`config.mk`:
```
export PLATFORM = sky130hd
export DESIGN_NAME = hpr_queue
export DESIGN_NICKNAME = d
export VERILOG_FILES = /design/src/hdl/householder_plane_reflect_macros.svh /design/src/hdl/hpr_pkg.sv /design/src/hdl/hpr_queue.sv
export SDC_FILE = /design/constraint.sdc
export NUM_CORES = 1
export LEC_CHECK = 0
export ABC_AREA = 0
export BUFFER_PORTS_ARGS = -buffer_cell sky130_fd_sc_hd__buf_2
export CAP_MARGIN = 20
export CORE_MARGIN = 5
export CORE_UTILIZATION = 42
export DETAILED_ROUTE_END_ITERATION = 8
export PLACE_DENSITY = 0.68
export SLEW_MARGIN = 20
export SYNTH_ARGS = -nofsm -noshare
export SYNTH_HDL_FRONTEND = slang
export SYNTH_SLANG_ARGS = --single-unit
export TNS_END_PERCENT = 30
```
`constraint.sdc`:
```
create_clock -name clk -period 21.9 [get_ports clk]
set_clock_uncertainty 0.15 [all_clocks]
set_input_delay 3.285 -clock clk [delete_from_list [all_inputs] [get_ports clk]]
set_output_delay 3.285 -clock clk [all_outputs]
set_load 0.01 [all_outputs]
```
`src/hdl/householder_plane_reflect_macros.svh`:
```
// ----------------------------------------------------------------------------
// householder plane reflect assertion macros
// concurrent checks clocked on clk and held off during reset
// ----------------------------------------------------------------------------
`ifndef HOUSEHOLDER_PLANE_REFLECT_MACROS_SVH
`define HOUSEHOLDER_PLANE_REFLECT_MACROS_SVH

// same-cycle implication
`define HPR_ASSERT_NOW(lbl, ante, cons, msg) \
lbl: assert property (@(posedge clk) disable iff (!arst_n) (ante) |-> (cons)) else $error(msg);

// next-cycle implication
`define HPR_ASSERT_NEXT(lbl, ante, cons, msg) \
lbl: assert property (@(posedge clk) disable iff (!arst_n) (ante) |=> (cons)) else $error(msg);

`endif

```
`src/hdl/hpr_pkg.sv`:
```
// ----------------------------------------------------------------------------
// hpr_pkg
// shared types and constants of the householder plane reflect block
// ----------------------------------------------------------------------------
package hpr_pkg;

	localparam int FRAC_BITS_DEF = 30;
	localparam int FRAC_MIN      = 16;
	// cross product magnitude width, sized for the smallest fraction width
	localparam int CMAG_W        = 65 - FRAC_MIN;
	localparam int SHIFT_W       = $clog2(CMAG_W - 31 + 1);
	localparam int QDEPTH_DEF    = 4;
	localparam logic [31:0] MIN_CROSS_RESET = 32'd1;

	typedef struct packed {
		logic signed [31:0] look_x;
		logic signed [31:0] look_y;
		logic signed [31:0] look_z;
		logic signed [31:0] obs_x;
		logic signed [31:0] obs_y;
		logic signed [31:0] obs_z;
		logic signed [31:0] vec_x;
		logic signed [31:0] vec_y;
		logic signed [31:0] vec_z;
	} in_item_t;

	typedef struct packed {
		logic signed [31:0] refl_x;
		logic signed [31:0] refl_y;
		logic signed [31:0] refl_z;
		logic               normal_raw;
	} out_item_t;

	// classified item handed from front to back
	typedef struct packed {
		logic [2:0][31:0]        vec;
		logic [2:0]              neg;
		logic [2:0][31:0]        uraw;
		logic [2:0][CMAG_W-1:0]  mag;
		logic [SHIFT_W-1:0]      shift;
		logic                    norm;
	} qent_t;

	typedef struct packed {
		logic push;
		logic pop;
		logic full;
		logic empty;
	} qstat_t;

endpackage

```
`src/hdl/hpr_queue.sv`:
```
// ----------------------------------------------------------------------------
// hpr_queue
// short first-in first-out buffer between the front and the back
// ----------------------------------------------------------------------------
module hpr_queue import hpr_pkg::*; #(
	parameter int DEPTH = QDEPTH_DEF
) (
	input  logic   clk,
	input  logic   arst_n,
	input  logic   push,
	input  qent_t  wdata,
	input  logic   pop,
	output qent_t  rdata,
	output qstat_t stat
);

	localparam int AW = $clog2(DEPTH);
	localparam int CW = $clog2(DEPTH + 1);

	qent_t          mem_q [DEPTH];
	logic [AW-1:0]  wptr_q, rptr_q;
	logic [CW-1:0]  count_q;

	assign rdata      = mem_q[rptr_q];
	assign stat.push  = push;
	assign stat.pop   = pop;
	assign stat.full  = (count_q == CW'(DEPTH));
	assign stat.empty = (count_q == '0);

	// pointers and fill count
	always_ff @(posedge clk or negedge arst_n) begin
		if (!arst_n) begin
			wptr_q  <= '0;
			rptr_q  <= '0;
			count_q <= '0;
		end else begin
			if (push) wptr_q <= (wptr_q == AW'(DEPTH - 1)) ? '0 : wptr_q + 1'b1;
			if (pop)  rptr_q <= (rptr_q == AW'(DEPTH - 1)) ? '0 : rptr_q + 1'b1;
			if (push && !pop)      count_q <= count_q + 1'b1;
			else if (pop && !push) count_q <= count_q - 1'b1;
		end
	end

	// storage
	always_ff @(posedge clk) begin
		if (push) mem_q[wptr_q] <= wdata;
	end

endmodule

```
==> summary.md <==
| Metric | Value |
|---|---|
| Placer Congestion | 0.8113 |
| Die area | 127,700 um^2 |
| Synth warn | 0 |
| Fillers | 9,335 |
| Setup TNS | 0 ns |
| Top-area cell type share of the netlist area | 82.51% |
| Buf/Inv on CP | 5 |
| Std cell rows | 127 |
| Achievable Freq | approximately 120 MHz |
| Largest net degree at the start of global routing | about 140 |
| Status | finished, final reports clean |
| Gate Count Post-Synth | about 1,900 |
| Synthesized area per cell | 27.28 um^2 |
| DR iter-0 viols | 1,734 |
| Max stage delay cell, worst path | buf_4 |
| Worst-margin pin slew | ~1.1 ns |
| Die Ht | 357.3 um |
| Most used cell, CP | buf_4 |
| CP Class | flip-flop to output pin |
| Clk sinks | 1,399 |
| Post-Syn Area | 50,660 um^2 |
| Via count | roughly 23,000 |
| Total chip power | 8.141 mW |
| Req. time, crit path | between 15 and 20 ns |
| Area leader, netlist | edfxtp_1 |
| Initial antenna violation count | 62 |
| Worst rel slew slack | 23.64% |
| Port bufs | 703 |
| Post-DP HPWL | 70,320 um |
| Main synth FF type | edfxtp_1 |
| Clock Tree Buf Depth | 3 |
| Most frequent cell after synthesis | edfxtp_1 |
| Startpoint Class | flip-flop |
| Drt wl/cell | around 25 um |
| Clock buffer count from CTS | 143 |
| Cts hold-fix bufs | 0 |
| Vias in the first global route | 24,361 |
| 1st-pass router iterations | 5 |
| Critical path peak fanout | 45 |
| Syn nets | 2,216 |
| Setup bufs post-CTS | 0 |
| Starting Density | 42.28% |
| Pre-CTS setup slack | between 10 and 15 ns |
| Placed cell areas | 55,860 um^2 |
| Final nets | 3,013 |
| Top post-synthesis cells by area | edfxtp_1 83%, mux4_2 15%, buf_6 0.76% |
| Seq/Total Area, Yosys | 82.85% |
| Clock latency on the worst-skew pair | 0.74 ns |
| Hold WC Path Type | flip-flop to flip-flop |
| H-tree Lvls | 4 |
| RSZ-0062 raised after global routing | no |
| Resize count post-CTS | 0 |
| Max incr delay on CP | 0.79 ns |
| Leakage power total | 20.34 nW |
| Number of synthesized flops with an enable pin | 1,392 |
| Reg clk slew, reported paths | 0.06 ns |
| GR Util All Layers | 16.75% |
| Pins Over Slew Limit | 0 |
| Antenna Nets Post-Route | 0 |
| Vias per cell | 5.180 |
| CTS tree | yes |
| Max-cap violation count | 0 |
| Die width | about 360 um |
| Final setup fails | 0 |
| Period utilization | 38.48% |
| GRT overflow | 0 |
| Worst VDD drop | around 0.11 mV |
| PD cells | 134.4 nW/um^2 |
| Routed WL | 108,800 um |
| Layout area overhead | 19.56% |
| Synth cell types | 19 |
| Root Driver | clkbuf_16 |
| Core area | 119,800 um^2 |
| Worst EP arrival | 4.99 ns |
| CP top delay family | buffers and inverters |
| Worst setup EP type | output pin |
| Layout cells sized above 1 | 46.25% |
| Crit path time final | 8.426 ns |
| Cell area after layout | approximately 61,000 um^2 |
| Post-synthesis register bit count | 1,399 |
| Drc violations | 0 |
| Setup WS post-layout | 13.47 ns |
| Worst-path cell chain | buf_16 -> buf_4 -> buf_4 -> buf_4 -> mux4_2 -> buf_2 |
| Fraction of registers with async set or reset after synthesis | 0.5004% |
| First-pass GRT wire length | 158,400 um |
| Hold Fails Final Rpt | 0 |
| Commonest cells post-synth | 1,392 x edfxtp_1, 348 x mux4_2, 37 x buf_2 |
| Boundary Pins | between 700 and 800 |
[sequential cells by signal (all words and copies together), names as in the netlist]
register,flops
count_q,3
rptr_q,2
mem_q,1392
wptr_q,2
[per-stage QoR]
step / hold slack, ns / instances / util, %
floorplan: 0.3063 / 1857 / -
global placement: 0.3253 / 4120 / 46.62
detailed placement: 0.3584 / 4120 / 46.62
CTS: 0.3698 / 4381 / 50.45
global route: 0.3821 / 4393 / 50.50
finish: 0.3671 / 4421 / 50.55
[worst paths after layout]
| check | end | depth (start not counted) | from | slack [ns] |
|---|---|---|---|---|
| worst max-delay path | rdata[190] | 6 | rptr_q[0] | 13.47 |
| worst min-delay path | count_q[2] | 1 | count_q[2] | 0.37 |
| worst max register to register | mem_q[3][169] | 5 | wptr_q[0] | 17.29 |
| worst min register to register | count_q[2] | 1 | count_q[2] | 0.37 |
| max in group asynchronous | rptr_q[1] | 1 | arst_n | 19.21 |
| min in group asynchronous | count_q[2] | 1 | arst_n | 2.21 |
[cell type report]
| cell class | instances | area [um^2] | area share (%) |
|---|---|---|---|
| Sequential cell | 1399 | 41980 | 69.31 |
| Tap cell | 1612 | 2017 | 3.330 |
| Clock buffer | 177 | 3749 | 6.189 |
| Timing Repair Buffer | 732 | 3806 | 6.284 |
| Multi-Input combinational cell | 374 | 8069 | 13.32 |
| Clock inverter | 84 | 834.6 | 1.378 |
| Antenna cell | 39 | 97.59 | 0.1611 |
| Inverter | 4 | 15.01 | 0.02479 |
[worst register-to-register path, stage by stage, from the launching register on]
cell and delay [ns]:
dfrtp_1 0.40, ha_1 0.19, and2_4 0.75, buf_4 0.90, buf_4 0.82, buf_4 0.87
[per-layer routing]
metal / share of wire [%] / vias up / GRT usage (%)
met3: 11 / 232 / 7.648
met2: 49 / 883 / 26.56
met1: 37 / 11954 / 20.83
met5: 0.34 / - / 0
met4: 2.5 / 58 / 5.113
li1: - / 9773 / -
[report_power, final]
group          internal (mW)  leakage, nW  switching [mW]
combinational          0.980         5.25            1.28
clock                   1.35         2.23           0.985
sequential              3.43         12.9           0.117
[cells in the final DEF, fill, tap and decap left out, types with 2 or more instances in the layout]
cell type | synthesis | routed
mux2_2 | 3 | 3
clkinv_2 | 0 | 19
inv_6 | 0 | 2
inv_1 | 4 | 4
buf_12 | 0 | 4
clkinv_1 | 0 | 37
clkbuf_1 | 6 | 32
mux4_2 | 348 | 348
inv_16 | 0 | 4
buf_2 | 37 | 703
and2_4 | 0 | 4
xor2_1 | 2 | 2
clkinv_4 | 0 | 2
dfrtp_1 | 7 | 5
dfrtp_4 | 0 | 2
bufinv_16 | 0 | 10
clkbuf_16 | 0 | 145
ha_1 | 6 | 6
nor2_1 | 3 | 3
o21ai_0 | 2 | 2
inv_8 | 0 | 2
clkinv_8 | 0 | 4
buf_4 | 3 | 24
nand2_1 | 2 | 2
clkinv_16 | 0 | 3
diode_2 | 0 | 39
edfxtp_1 | 1392 | 1392
[cell families after synthesis]
family,count (synthesis),share of synthesized area [%]
compound gates,2,0.01976
xor+xnor,3,0.05187
fa+ha+maj,7,0.1877
flops,1399,82.85
mux,351,15.54
simple gates,11,0.1111
buf+inv,84,1.240
Power figures use the tool's default switching activity.
